--- src/hw/rtl/tfi_pkg.sv ---
// Package for the thermodilution flow integrator: types, widths and constants.
package tfi_pkg;

    // Boxcar filter geometry.
    localparam int WINDOW     = 32;
    localparam int IDX_W      = $clog2(WINDOW);
    localparam int SAMPLE_W   = 16;
    localparam int SUM_W      = SAMPLE_W + IDX_W;
    localparam int FILT_SHIFT = 5;

    // Accumulator, area and flow widths.
    localparam int ACC_W        = 48;
    localparam int AREA_W       = 40;
    localparam int FLOW_W       = 35;
    localparam int NUM_W        = 33;
    localparam int AREA_DIVISOR = 400;

    // Serial divider widths.
    localparam int DIV_W = 48;
    localparam int CNT_W = $clog2(DIV_W + 1);

    // Area division by the constant divisor: one quotient digit a cycle found by
    // reciprocal multiplication, with the remainder carried to the next digit.
    localparam int     AREA_DIGIT_W  = 8;
    localparam int     AREA_STEPS    = ACC_W / AREA_DIGIT_W;
    localparam int     AREA_REM_W    = $clog2(AREA_DIVISOR);
    localparam int     AREA_T_W      = AREA_REM_W + AREA_DIGIT_W;
    localparam int     AREA_RECIP_SH = AREA_T_W + AREA_REM_W;
    localparam int     AREA_RECIP_W  = AREA_T_W + 1;
    localparam longint AREA_RECIP    =
        ((longint'(1) <<< AREA_RECIP_SH) + AREA_DIVISOR - 1) / AREA_DIVISOR;

    // Configuration port.
    localparam int CFG_IDX_W  = 1;
    localparam int CFG_DATA_W = 16;
    localparam logic [CFG_IDX_W-1:0] REG_VOLUME = 1'b0;
    localparam logic [CFG_IDX_W-1:0] REG_ITEMP  = 1'b1;

    localparam int OP_W = 2;

    typedef enum logic [OP_W-1:0] {
        OP_FILTER   = 2'd0,
        OP_BASELINE = 2'd1,
        OP_ACCUM    = 2'd2,
        OP_FINISH   = 2'd3
    } t_op;

    typedef enum logic [3:0] {
        ST_IDLE,
        ST_DECODE,
        ST_FILT,
        ST_APPLY,
        ST_DIV_AREA,
        ST_AREA,
        ST_FLOW_START,
        ST_DIV_FLOW,
        ST_FLOW,
        ST_DONE
    } t_state;

    // Commands from the controller to the datapath.
    typedef struct packed {
        logic accept;
        logic mem_rd;
        logic filt_upd;
        logic apply;
        logic div_start_area;
        logic div_start_flow;
        logic area_step;
        logic div_step;
        logic area_set;
        logic mul;
        logic flow_set;
        logic out_load;
    } t_cmd;

    // Status from the datapath to the controller.
    typedef struct packed {
        t_op  op;
        logic div_done;
        logic area_zero;
    } t_sts;

endpackage

--- src/hw/rtl/tfi_ctrl.sv ---
// Controller state machine of the thermodilution flow integrator.
module tfi_ctrl (
    input  logic           i_clk,
    input  logic           i_rst_n,
    input  logic           i_in_valid,
    output logic           o_in_stall,
    output logic           o_out_valid,
    input  logic           i_out_stall,
    input  tfi_pkg::t_sts  i_sts,
    output tfi_pkg::t_cmd  o_cmd
);
    import tfi_pkg::*;

    t_state r_state;
    t_state n_state;
    logic   r_out_valid;
    logic   n_out_valid;
    logic   w_out_free;

    // The output register can take a new word when empty or being drained.
    assign w_out_free = !r_out_valid || !i_out_stall;

    // State register and output valid flag.
    always_ff @(posedge i_clk) begin
        if (!i_rst_n) begin
            r_state     <= ST_IDLE;
            r_out_valid <= 1'b0;
        end else begin
            r_state     <= n_state;
            r_out_valid <= n_out_valid;
        end
    end

    // Next state.
    always_comb begin
        n_state = r_state;
        case (r_state)
            ST_IDLE: begin
                if (i_in_valid) n_state = ST_DECODE;
            end
            ST_DECODE: begin
                if (i_sts.op == OP_FINISH) n_state = ST_DIV_AREA;
                else                       n_state = ST_FILT;
            end
            ST_FILT:       n_state = ST_APPLY;
            ST_APPLY:      n_state = ST_DONE;
            ST_DIV_AREA: begin
                if (i_sts.div_done) n_state = ST_AREA;
            end
            ST_AREA:       n_state = ST_FLOW_START;
            ST_FLOW_START: begin
                if (i_sts.area_zero) n_state = ST_DONE;
                else                 n_state = ST_DIV_FLOW;
            end
            ST_DIV_FLOW: begin
                if (i_sts.div_done) n_state = ST_FLOW;
            end
            ST_FLOW:       n_state = ST_DONE;
            ST_DONE: begin
                if (w_out_free) n_state = ST_IDLE;
            end
            default:       n_state = ST_IDLE;
        endcase
    end

    // Commands for the datapath.
    always_comb begin
        o_cmd = '0;
        case (r_state)
            ST_IDLE:       o_cmd.accept = i_in_valid;
            ST_DECODE: begin
                if (i_sts.op == OP_FINISH) o_cmd.div_start_area = 1'b1;
                else                       o_cmd.mem_rd = 1'b1;
            end
            ST_FILT:       o_cmd.filt_upd = 1'b1;
            ST_APPLY:      o_cmd.apply = 1'b1;
            ST_DIV_AREA:   o_cmd.area_step = 1'b1;
            ST_AREA: begin
                o_cmd.area_set = 1'b1;
                o_cmd.mul      = 1'b1;
            end
            ST_FLOW_START: o_cmd.div_start_flow = !i_sts.area_zero;
            ST_DIV_FLOW:   o_cmd.div_step = 1'b1;
            ST_FLOW:       o_cmd.flow_set = 1'b1;
            ST_DONE:       o_cmd.out_load = w_out_free;
            default:       o_cmd = '0;
        endcase
    end

    // Output valid: set on load, cleared when the word is taken.
    always_comb begin
        n_out_valid = r_out_valid;
        if (o_cmd.out_load)                  n_out_valid = 1'b1;
        else if (r_out_valid && !i_out_stall) n_out_valid = 1'b0;
    end

    assign o_in_stall  = (r_state != ST_IDLE);
    assign o_out_valid = r_out_valid;

endmodule

--- src/hw/rtl/tfi_dp.sv ---
// Datapath of the thermodilution flow integrator: filter, accumulator, divider.
module tfi_dp (
    input  logic                                  i_clk,
    input  logic                                  i_rst_n,
    input  tfi_pkg::t_cmd                         i_cmd,
    output tfi_pkg::t_sts                         o_sts,
    input  logic                                  i_cfg_we,
    input  logic [tfi_pkg::CFG_IDX_W-1:0]         i_cfg_index,
    input  logic [tfi_pkg::CFG_DATA_W-1:0]        i_cfg_data,
    input  logic [tfi_pkg::OP_W-1:0]              i_op,
    input  logic signed [tfi_pkg::SAMPLE_W-1:0]   i_temp_sample,
    output logic signed [tfi_pkg::SAMPLE_W-1:0]   o_filtered_temp,
    output logic signed [tfi_pkg::AREA_W-1:0]     o_area,
    output logic signed [tfi_pkg::FLOW_W-1:0]     o_flow,
    output logic                                  o_accum_saturated
);
    import tfi_pkg::*;

    localparam logic signed [DIV_W:0] AREA_MAX_X =
        {{(DIV_W-AREA_W+2){1'b0}}, {(AREA_W-1){1'b1}}};
    localparam logic signed [DIV_W:0] AREA_MIN_X =
        {{(DIV_W-AREA_W+2){1'b1}}, {(AREA_W-1){1'b0}}};
    localparam logic signed [ACC_W-1:0] ACC_MAX_V = {1'b0, {(ACC_W-1){1'b1}}};
    localparam logic signed [ACC_W-1:0] ACC_MIN_V = {1'b1, {(ACC_W-1){1'b0}}};

    // Configuration registers.
    logic        [CFG_DATA_W-1:0] r_vol;
    logic signed [SAMPLE_W-1:0]   r_itemp;

    // Item registers.
    t_op                        r_op;
    logic signed [SAMPLE_W-1:0] r_sample;

    // Filter state.
    logic signed [SAMPLE_W-1:0] r_win [WINDOW];
    logic        [WINDOW-1:0]   r_wvalid;
    logic        [IDX_W-1:0]    r_idx;
    logic signed [SAMPLE_W-1:0] r_old;
    logic                       r_old_vld;
    logic signed [SUM_W-1:0]    r_sum;
    logic signed [SAMPLE_W-1:0] r_last_filt;

    // Measurement state.
    logic signed [SAMPLE_W-1:0] r_base;
    logic signed [ACC_W-1:0]    r_acc;
    logic                       r_sat;
    logic signed [AREA_W-1:0]   r_area;
    logic signed [NUM_W-1:0]    r_num;
    logic signed [FLOW_W-1:0]   r_flow;

    // Divider state.
    logic [DIV_W-1:0] r_rem;
    logic [DIV_W-1:0] r_quo;
    logic [DIV_W-1:0] r_dvs;
    logic [CNT_W-1:0] r_cnt;

    // Output word.
    logic signed [SAMPLE_W-1:0] r_o_filt;
    logic signed [AREA_W-1:0]   r_o_area;
    logic signed [FLOW_W-1:0]   r_o_flow;
    logic                       r_o_sat;

    logic signed [SAMPLE_W-1:0] w_old;
    logic signed [SUM_W-1:0]    n_sum;
    logic signed [SUM_W-1:0]    w_sh;
    logic signed [SAMPLE_W:0]   w_diff;
    logic signed [ACC_W:0]      w_acc_sum;
    logic                       w_acc_ovf;
    logic signed [ACC_W-1:0]    w_acc_next;
    logic [ACC_W-1:0]           w_acc_mag;
    logic [DIV_W:0]             w_shift;
    logic [DIV_W:0]             w_sub;
    logic                       w_ge;
    logic [AREA_T_W-1:0]              w_at;
    logic [AREA_T_W+AREA_RECIP_W-1:0] w_aprod;
    logic [AREA_DIGIT_W-1:0]          w_aq;
    logic [AREA_T_W-1:0]              w_arem;
    logic signed [DIV_W:0]      w_area_full;
    logic signed [AREA_W-1:0]   w_area_clamp;
    logic signed [SAMPLE_W:0]   w_tdiff;
    logic signed [2*SAMPLE_W+1:0] w_prod;
    logic [NUM_W-1:0]           w_num_mag;
    logic [AREA_W-1:0]          w_area_mag;
    logic [FLOW_W-1:0]          w_fq;
    logic                       w_flow_neg;

    // Configuration writes.
    always_ff @(posedge i_clk) begin
        if (!i_rst_n) begin
            r_vol   <= '0;
            r_itemp <= '0;
        end else if (i_cfg_we) begin
            case (i_cfg_index)
                REG_VOLUME: r_vol   <= i_cfg_data;
                REG_ITEMP:  r_itemp <= $signed(i_cfg_data);
                default:    r_vol   <= r_vol;
            endcase
        end
    end

    // Item capture; flow reads zero unless a finish computes it.
    always_ff @(posedge i_clk) begin
        if (i_cmd.accept) begin
            r_op     <= t_op'(i_op);
            r_sample <= i_temp_sample;
        end
    end

    // Ring index steps down once per sample and wraps to the top.
    always_ff @(posedge i_clk) begin
        if (!i_rst_n) begin
            r_idx <= IDX_W'(WINDOW - 1);
        end else if (i_cmd.accept && t_op'(i_op) != OP_FINISH) begin
            if (r_idx == '0 || r_idx > IDX_W'(WINDOW - 1)) r_idx <= IDX_W'(WINDOW - 1);
            else                                         r_idx <= r_idx - 1'b1;
        end
    end

    // Window memory: registered read of the sample leaving the window, then write.
    always_ff @(posedge i_clk) begin
        if (i_cmd.mem_rd)   r_old <= r_win[r_idx];
        if (i_cmd.filt_upd) r_win[r_idx] <= r_sample;
    end

    // Entry valid bits stand in for the cleared window after reset.
    always_ff @(posedge i_clk) begin
        if (!i_rst_n) begin
            r_wvalid  <= '0;
            r_old_vld <= 1'b0;
        end else begin
            if (i_cmd.mem_rd)   r_old_vld <= r_wvalid[r_idx];
            if (i_cmd.filt_upd) r_wvalid[r_idx] <= 1'b1;
        end
    end

    // Running sum and filter output.
    assign w_old = r_old_vld ? r_old : '0;
    assign n_sum = r_sum + SUM_W'(r_sample) - SUM_W'(w_old);
    assign w_sh  = n_sum >>> FILT_SHIFT;

    always_ff @(posedge i_clk) begin
        if (!i_rst_n) begin
            r_sum       <= '0;
            r_last_filt <= '0;
        end else if (i_cmd.filt_upd) begin
            r_sum       <= n_sum;
            r_last_filt <= w_sh[SAMPLE_W-1:0];
        end
    end

    // Saturating accumulation of the temperature deficit.
    assign w_diff     = {r_base[SAMPLE_W-1], r_base} - {r_last_filt[SAMPLE_W-1], r_last_filt};
    assign w_acc_sum  = {r_acc[ACC_W-1], r_acc} + (ACC_W+1)'(w_diff);
    assign w_acc_ovf  = w_acc_sum[ACC_W] ^ w_acc_sum[ACC_W-1];
    assign w_acc_next = !w_acc_ovf ? w_acc_sum[ACC_W-1:0]
                      : (w_acc_sum[ACC_W] ? ACC_MIN_V : ACC_MAX_V);

    always_ff @(posedge i_clk) begin
        if (!i_rst_n) begin
            r_base <= '0;
            r_acc  <= '0;
            r_sat  <= 1'b0;
        end else if (i_cmd.apply) begin
            if (r_op == OP_BASELINE) begin
                r_base <= r_last_filt;
                r_acc  <= '0;
                r_sat  <= 1'b0;
            end else if (r_op == OP_ACCUM) begin
                r_acc <= w_acc_next;
                if (w_acc_ovf) r_sat <= 1'b1;
            end
        end
    end

    // Magnitudes feeding the divider.
    assign w_acc_mag  = r_acc[ACC_W-1] ? ACC_W'(-r_acc) : ACC_W'(r_acc);
    assign w_num_mag  = r_num[NUM_W-1] ? NUM_W'(-r_num) : NUM_W'(r_num);
    assign w_area_mag = r_area[AREA_W-1] ? AREA_W'(-r_area) : AREA_W'(r_area);

    // Restoring divider step: one quotient bit a cycle.
    assign w_shift = {r_rem, r_quo[DIV_W-1]};
    assign w_sub   = w_shift - {1'b0, r_dvs};
    assign w_ge    = (w_shift >= {1'b0, r_dvs});

    // Area digit step: the carried remainder and the next dividend byte give one
    // quotient byte through the reciprocal, and the new remainder by back-multiply.
    assign w_at    = {r_rem[AREA_REM_W-1:0], r_quo[DIV_W-1 -: AREA_DIGIT_W]};
    assign w_aprod = w_at * AREA_RECIP_W'(AREA_RECIP);
    assign w_aq    = w_aprod[AREA_RECIP_SH +: AREA_DIGIT_W];
    assign w_arem  = w_at - AREA_T_W'(w_aq) * AREA_T_W'(AREA_DIVISOR);

    always_ff @(posedge i_clk) begin
        if (!i_rst_n) begin
            r_cnt <= '0;
        end else if (i_cmd.div_start_area) begin
            r_rem <= '0;
            r_quo <= w_acc_mag;
            r_cnt <= CNT_W'(AREA_STEPS);
        end else if (i_cmd.div_start_flow) begin
            r_rem <= '0;
            r_quo <= {w_num_mag, {(DIV_W-NUM_W){1'b0}}};
            r_dvs <= DIV_W'(w_area_mag);
            r_cnt <= CNT_W'(NUM_W);
        end else if (i_cmd.area_step && r_cnt != '0) begin
            r_rem <= DIV_W'(w_arem[AREA_REM_W-1:0]);
            r_quo <= {r_quo[DIV_W-AREA_DIGIT_W-1:0], w_aq};
            r_cnt <= r_cnt - 1'b1;
        end else if (i_cmd.div_step && r_cnt != '0) begin
            r_rem <= w_ge ? w_sub[DIV_W-1:0] : w_shift[DIV_W-1:0];
            r_quo <= {r_quo[DIV_W-2:0], w_ge};
            r_cnt <= r_cnt - 1'b1;
        end
    end

    // Signed area with clamping to its register width.
    assign w_area_full  = r_acc[ACC_W-1] ? -$signed({1'b0, r_quo}) : $signed({1'b0, r_quo});
    assign w_area_clamp = (w_area_full > AREA_MAX_X) ? AREA_MAX_X[AREA_W-1:0]
                        : (w_area_full < AREA_MIN_X) ? AREA_MIN_X[AREA_W-1:0]
                        : w_area_full[AREA_W-1:0];

    always_ff @(posedge i_clk) begin
        if (!i_rst_n)            r_area <= '0;
        else if (i_cmd.area_set) r_area <= w_area_clamp;
    end

    // Flow numerator: volume times temperature difference.
    assign w_tdiff = {r_base[SAMPLE_W-1], r_base} - {r_itemp[SAMPLE_W-1], r_itemp};
    assign w_prod  = $signed({1'b0, r_vol}) * w_tdiff;

    always_ff @(posedge i_clk) begin
        if (i_cmd.mul) r_num <= w_prod[NUM_W-1:0];
    end

    // Flow sign fix-up after the magnitude division.
    assign w_fq       = r_quo[FLOW_W-1:0];
    assign w_flow_neg = r_num[NUM_W-1] ^ r_area[AREA_W-1];

    always_ff @(posedge i_clk) begin
        if (i_cmd.accept)        r_flow <= '0;
        else if (i_cmd.flow_set) r_flow <= w_flow_neg ? -$signed(w_fq) : $signed(w_fq);
    end

    // Output word register.
    always_ff @(posedge i_clk) begin
        if (i_cmd.out_load) begin
            r_o_filt <= r_last_filt;
            r_o_area <= r_area;
            r_o_flow <= r_flow;
            r_o_sat  <= r_sat;
        end
    end

    assign o_sts.op        = r_op;
    assign o_sts.div_done  = (r_cnt == '0);
    assign o_sts.area_zero = (r_area == '0);

    assign o_filtered_temp   = r_o_filt;
    assign o_area            = r_o_area;
    assign o_flow            = r_o_flow;
    assign o_accum_saturated = r_o_sat;

endmodule

--- src/hw/rtl/thermodilution_flow_integrator.sv ---
// Top level of the thermodilution flow integrator.
// Each input word carries an op and a temperature sample. Ops 0 to 2 pass the
// sample through a 32-point boxcar average (ring memory plus running sum) and,
// for op 1, capture the baseline and clear the accumulator, or, for op 2, add
// baseline minus filtered value to a 48-bit saturating accumulator. Op 3 takes
// no sample: it divides the accumulator by 400 into the area register and then
// divides volume times (baseline minus injectate temperature) by the area.
// A sample word passes from acceptance through the decode, filter and apply
// states before its result is loaded into the output register, and the next
// sample is accepted only after that load. A finish word runs the division
// by 400, which produces one quotient byte a cycle (6 steps), and the flow
// division by the area runs one bit a cycle (33 steps). When the area is zero
// the flow division is skipped. One word is processed at a time; the next
// word is accepted while the previous result waits in the output register.
// Configuration writes are taken at any cycle.
module thermodilution_flow_integrator (
    input  logic                                  i_clk,
    input  logic                                  i_rst_n,
    input  logic                                  i_cfg_we,
    input  logic [tfi_pkg::CFG_IDX_W-1:0]         i_cfg_index,
    input  logic [tfi_pkg::CFG_DATA_W-1:0]        i_cfg_data,
    input  logic                                  i_in_valid,
    output logic                                  o_in_stall,
    input  logic [tfi_pkg::OP_W-1:0]              i_op,
    input  logic signed [tfi_pkg::SAMPLE_W-1:0]   i_temp_sample,
    output logic                                  o_out_valid,
    input  logic                                  i_out_stall,
    output logic signed [tfi_pkg::SAMPLE_W-1:0]   o_filtered_temp,
    output logic signed [tfi_pkg::AREA_W-1:0]     o_area,
    output logic signed [tfi_pkg::FLOW_W-1:0]     o_flow,
    output logic                                  o_accum_saturated
);
    import tfi_pkg::*;

    t_cmd w_cmd;
    t_sts w_sts;

    // Controller.
    tfi_ctrl u_ctrl (
        .i_clk       (i_clk),
        .i_rst_n     (i_rst_n),
        .i_in_valid  (i_in_valid),
        .o_in_stall  (o_in_stall),
        .o_out_valid (o_out_valid),
        .i_out_stall (i_out_stall),
        .i_sts       (w_sts),
        .o_cmd       (w_cmd)
    );

    // Datapath.
    tfi_dp u_dp (
        .i_clk             (i_clk),
        .i_rst_n           (i_rst_n),
        .i_cmd             (w_cmd),
        .o_sts             (w_sts),
        .i_cfg_we          (i_cfg_we),
        .i_cfg_index       (i_cfg_index),
        .i_cfg_data        (i_cfg_data),
        .i_op              (i_op),
        .i_temp_sample     (i_temp_sample),
        .o_filtered_temp   (o_filtered_temp),
        .o_area            (o_area),
        .o_flow            (o_flow),
        .o_accum_saturated (o_accum_saturated)
    );

endmodule
--- config.mk ---
export PLATFORM = sky130hd
export DESIGN_NAME = thermodilution_flow_integrator
export DESIGN_NICKNAME = d
export VERILOG_FILES = /design/src/hw/rtl/tfi_pkg.sv /design/src/hw/rtl/tfi_ctrl.sv /design/src/hw/rtl/tfi_dp.sv /design/src/hw/rtl/thermodilution_flow_integrator.sv
export SDC_FILE = /design/constraint.sdc
export NUM_CORES = 2
export LEC_CHECK = 0
export BUFFER_PORTS_ARGS = -buffer_cell sky130_fd_sc_hd__buf_2
export CAP_MARGIN = 20
export CORE_MARGIN = 5
export CORE_UTILIZATION = 55
export DETAILED_ROUTE_END_ITERATION = 8
export PLACE_DENSITY_LB_ADDON = 0.1
export SLEW_MARGIN = 15
export SYNTH_ARGS = -nofsm -noshare
export SYNTH_HDL_FRONTEND = slang
export SYNTH_SLANG_ARGS = --single-unit
--- constraint.sdc ---
create_clock -name i_clk -period 20.5 [get_ports i_clk]
set_input_delay 1.025 -clock i_clk [delete_from_list [all_inputs] [get_ports i_clk]]
set_output_delay 1.025 -clock i_clk [all_outputs]
set_load 0.05 [all_outputs]
==> impl_results.md <==
* Outcome: finished, final reports clean
* Top area cells in the synthesized netlist: edfxtp_1, fa_1, ha_1, dfxtp_1, mux4_2
* Count of buffers from port buffering at 133
* Startpoint Class: flip-flop
* Quantity of gates resized following cts at 0
* Post-layout net count at 6,940
* Setup repair after global routing missed its margin: no
* EDFF count, synth at 807
* H-tree depth at 3
* Clock input transition at the sequential cells of the worst setup and hold paths at 0.06 ns
* Overflow after GRT at 0
* Mean Syn Cell Area at 11.0 µm²
* Critical path data arrival time at 9.85 ns
* Portion of the post-synthesis area used by sequential elements at 0.439
* Chip Width at 357 µm
* Total negative slack for setup checks at 0 ns
* PnR Total Power at 8.87 mW
* Pint at 5.35 mW
* Number of standard cells after synthesis at 6,028
* Sw Ratio at 0.397
* Insertion delay to the later sink of the worst-skew pair at 0.76 ns
* Clock Power Share at 0.235
* Final Cell Area at 0.0727 mm²
* Count of boundary I/O pins at 134
* Area added between synthesis and finish at 9.65%
* Slew at the pin closest to its max-slew limit at 1.11 ns
* Max clock buf depth at 3
* PwrDens at 122 mW/mm²
* Post-route antenna net violation count at 0
* Leakage dissipation at 29.7 nW
* Fraction of synthesis flops using an asynchronous set or reset pin at 0
* Clock root buffer master: clkbuf_16
* First-pass iteration count of the detailed router at 6
* Final routed DRC violation total at 0
* Hold crit path type: flip-flop to flip-flop
* Total global routing track utilization at 0.270
* Primary flip-flop cell chosen by synthesis mapping: edfxtp_1
* Highest fanout seen on the critical path at 16
* Post-CTS Setup Inserts at 0
* Highest clock rate at 0.106 GHz
* Data required time at the worst endpoint at 20.95 ns
* Area share of the leading cell type in the synthesized netlist at 0.366
* Vias in the first global route at 44,500
* Critical path start-end classification: flip-flop to flip-flop
* Initial antenna violation count at 9
* Final period demand of the worst path at 9.40 ns
* Slowest cell delay on critical path at 0.54 ns
* Number of buffers created by CTS at 108
* Max-slew violation count at 0
* Kind of end point of the critical path: flip-flop
* Portion of the clock cycle consumed by the worst path in the final layout at 0.459
* CTS tree: yes
* Post-synth top area cell: edfxtp_1
* Wire length per cell after detailed routing at 22.0 µm
* Final weighted congestion in routability-driven placement at 0.910
* Worst setup skew after layout at 0.0715 ns
* Largest net degree at the start of global routing at 109
* Core area at 0.120 mm²
* Initial drt markers at 4,092
* Floorplan die area at 0.128 mm²
* Starting density of the core at 0.553
* Switching component of the power at 3.52 mW
* Slew Limit Headroom at 0.250
* Cell Area, Placed at 0.0688 mm²
* Register share of total power at 0.287
* Estimated wirelength of the detail-placed design at 125 mm
* Number of distinct standard cells referenced by the synthesized netlist at 81
* Number of vias per cell at 5.78
* Commonest non-fill, non-tap cell in the layout: edfxtp_1
* Number of rows in the core area at 127
* Combinational cell fraction of total power at 0.478
* Wire length of the first global-routing pass at 265 mm
* CP max stage cell: fa_1
* Crit path top cell by count: fa_1
* Synthesis-stage register bit count at 1,049
* Die Ht at 357 µm
* Utilization after layout at 0.607
* Total standard cell area after synthesis at 0.0663 mm²
* Worst vdd rail ir drop at 0.344 mV
* Via count at 45,200
* Total of warnings raised by yosys at 0
* Worst hold slack after final layout at 0.416 ns
* Number of endpoints failing setup at the final stage at 0
* Routed wire length at 172 mm
* Most frequent cells in the layout: edfxtp_1, inv_1, nand2_1
* Count of maximum capacitance violations at 0
* Number of hold-slack violations in the final timing report at 0
* Number of nets produced by synthesis at 6,867
* Clock Sinks at 1,049
* Hold Buf Count CTS at 0
* Fraction of final layout cells sized beyond drive strength 1 at 0.101
## logic make-up (layout without fill, tap and decap cells)
family	Yosys count	count (layout)	share of synthesized area
AND/OR/NAND/NOR	1510	1510	0.106
AO/OA/AOI/OAI	1090	1090	0.103
buffers and inverters	1067	1235	0.0609
flip-flops	1049	1049	0.439
adder cells (fa/ha/maj)	799	799	0.195
XOR/XNOR	351	351	0.0464
multiplexers	162	162	0.0501
other	0	3	0
## power by group through the flow
stage | logic [mW] | registers (mW) | clock network [mW]
finish | 4.24 | 2.55 | 2.08
global placement | 4.18 | 2.59 | 0
global route | 4.75 | 2.56 | 2.21
CTS | 4.24 | 2.55 | 2.11
floorplan | 3.16 | 2.56 | 0
detailed placement | 4.21 | 2.59 | 0
## path summary, 6_finish.rpt
check / cells past startpoint / slack, ns / end / start
max: 33 / 11.10 / u_dp.r_num[31] / u_dp.r_itemp[1]
min: 0 / 0.42 / u_dp.o_flow[0] / u_dp.r_flow[0]
max reg2reg: 33 / 11.10 / u_dp.r_num[31] / u_dp.r_itemp[1]
min reg2reg: 0 / 0.42 / u_dp.o_flow[0] / u_dp.r_flow[0]
## cell usage after synthesis, types with 66 or more instances
master	n
edfxtp_1	807
inv_1	787
nand2_1	556
nor2_1	426
ha_1	411
fa_1	388
a21oi_1	332
xnor2_1	270
o21ai_0	249
dfxtp_1	242
clkbuf_1	232
mux4_2	136
and2_1	102
a21o_1	90
a211oi_1	86
xor2_1	81
a22oi_1	66
## stage by stage
stage | worst slack (ns) | std cells
2_1_floorplan | 12.13 | 6028
3_3_place_gp | 11.39 | 7601
3_5_place_dp | 11.30 | 7601
4_1_cts | 11.22 | 7806
5_1_grt | 10.48 | 7808
6_report | 11.10 | 7811
## per-layer routing
metal  share of wire  track usage  up-vias
met2            0.45        0.426     1537
li1                -            -    21000
met5        0.000081            0        -
met4           0.032       0.0817        2
met1            0.44        0.392    22300
met3           0.072       0.0394      276
## flip-flops by register name (all words and copies together), names as in the netlist, 4 cells and up
signal                cells
u_dp.r_win              512
u_dp.r_acc               48
u_dp.r_quo               48
u_dp.r_rem               48
u_dp.o_area              40
u_dp.r_area              40
u_dp.r_dvs               40
u_dp.o_flow              35
u_dp.r_flow              35
u_dp.r_num               33
u_dp.r_wvalid            32
u_dp.o_filtered_temp     16
u_dp.r_base              16
u_dp.r_itemp             16
u_dp.r_last_filt         16
u_dp.r_old               16
u_dp.r_sample            16
u_dp.r_vol               16
u_dp.r_cnt                6
u_dp.r_idx                5
u_dp.r_sum                5
u_ctrl.r_state            4
## cell type report
cell class,instances,area (µm²)
multi-input combinational,3912,33300
tap,1612,2020
sequential,1049,29100
fill,9937,47100
antenna,3,7.51
inverter,788,2960
timing repair buffer,242,1520
clock buffer,156,3040
clock inverter,49,756
## critical path, delay by kind of cell, from the launching register on
kind,cells,cell delay [ns]
AOI/OAI and AO/OA,16,4.22
and+or+nand+nor,3,0.42
xor gates and xnor gates,1,0.08
DFF,1,0.38
buffers and inverters,5,0.26
adders and majority gates,8,3.72
No activity file was read; power rests on OpenSTA's default activity.
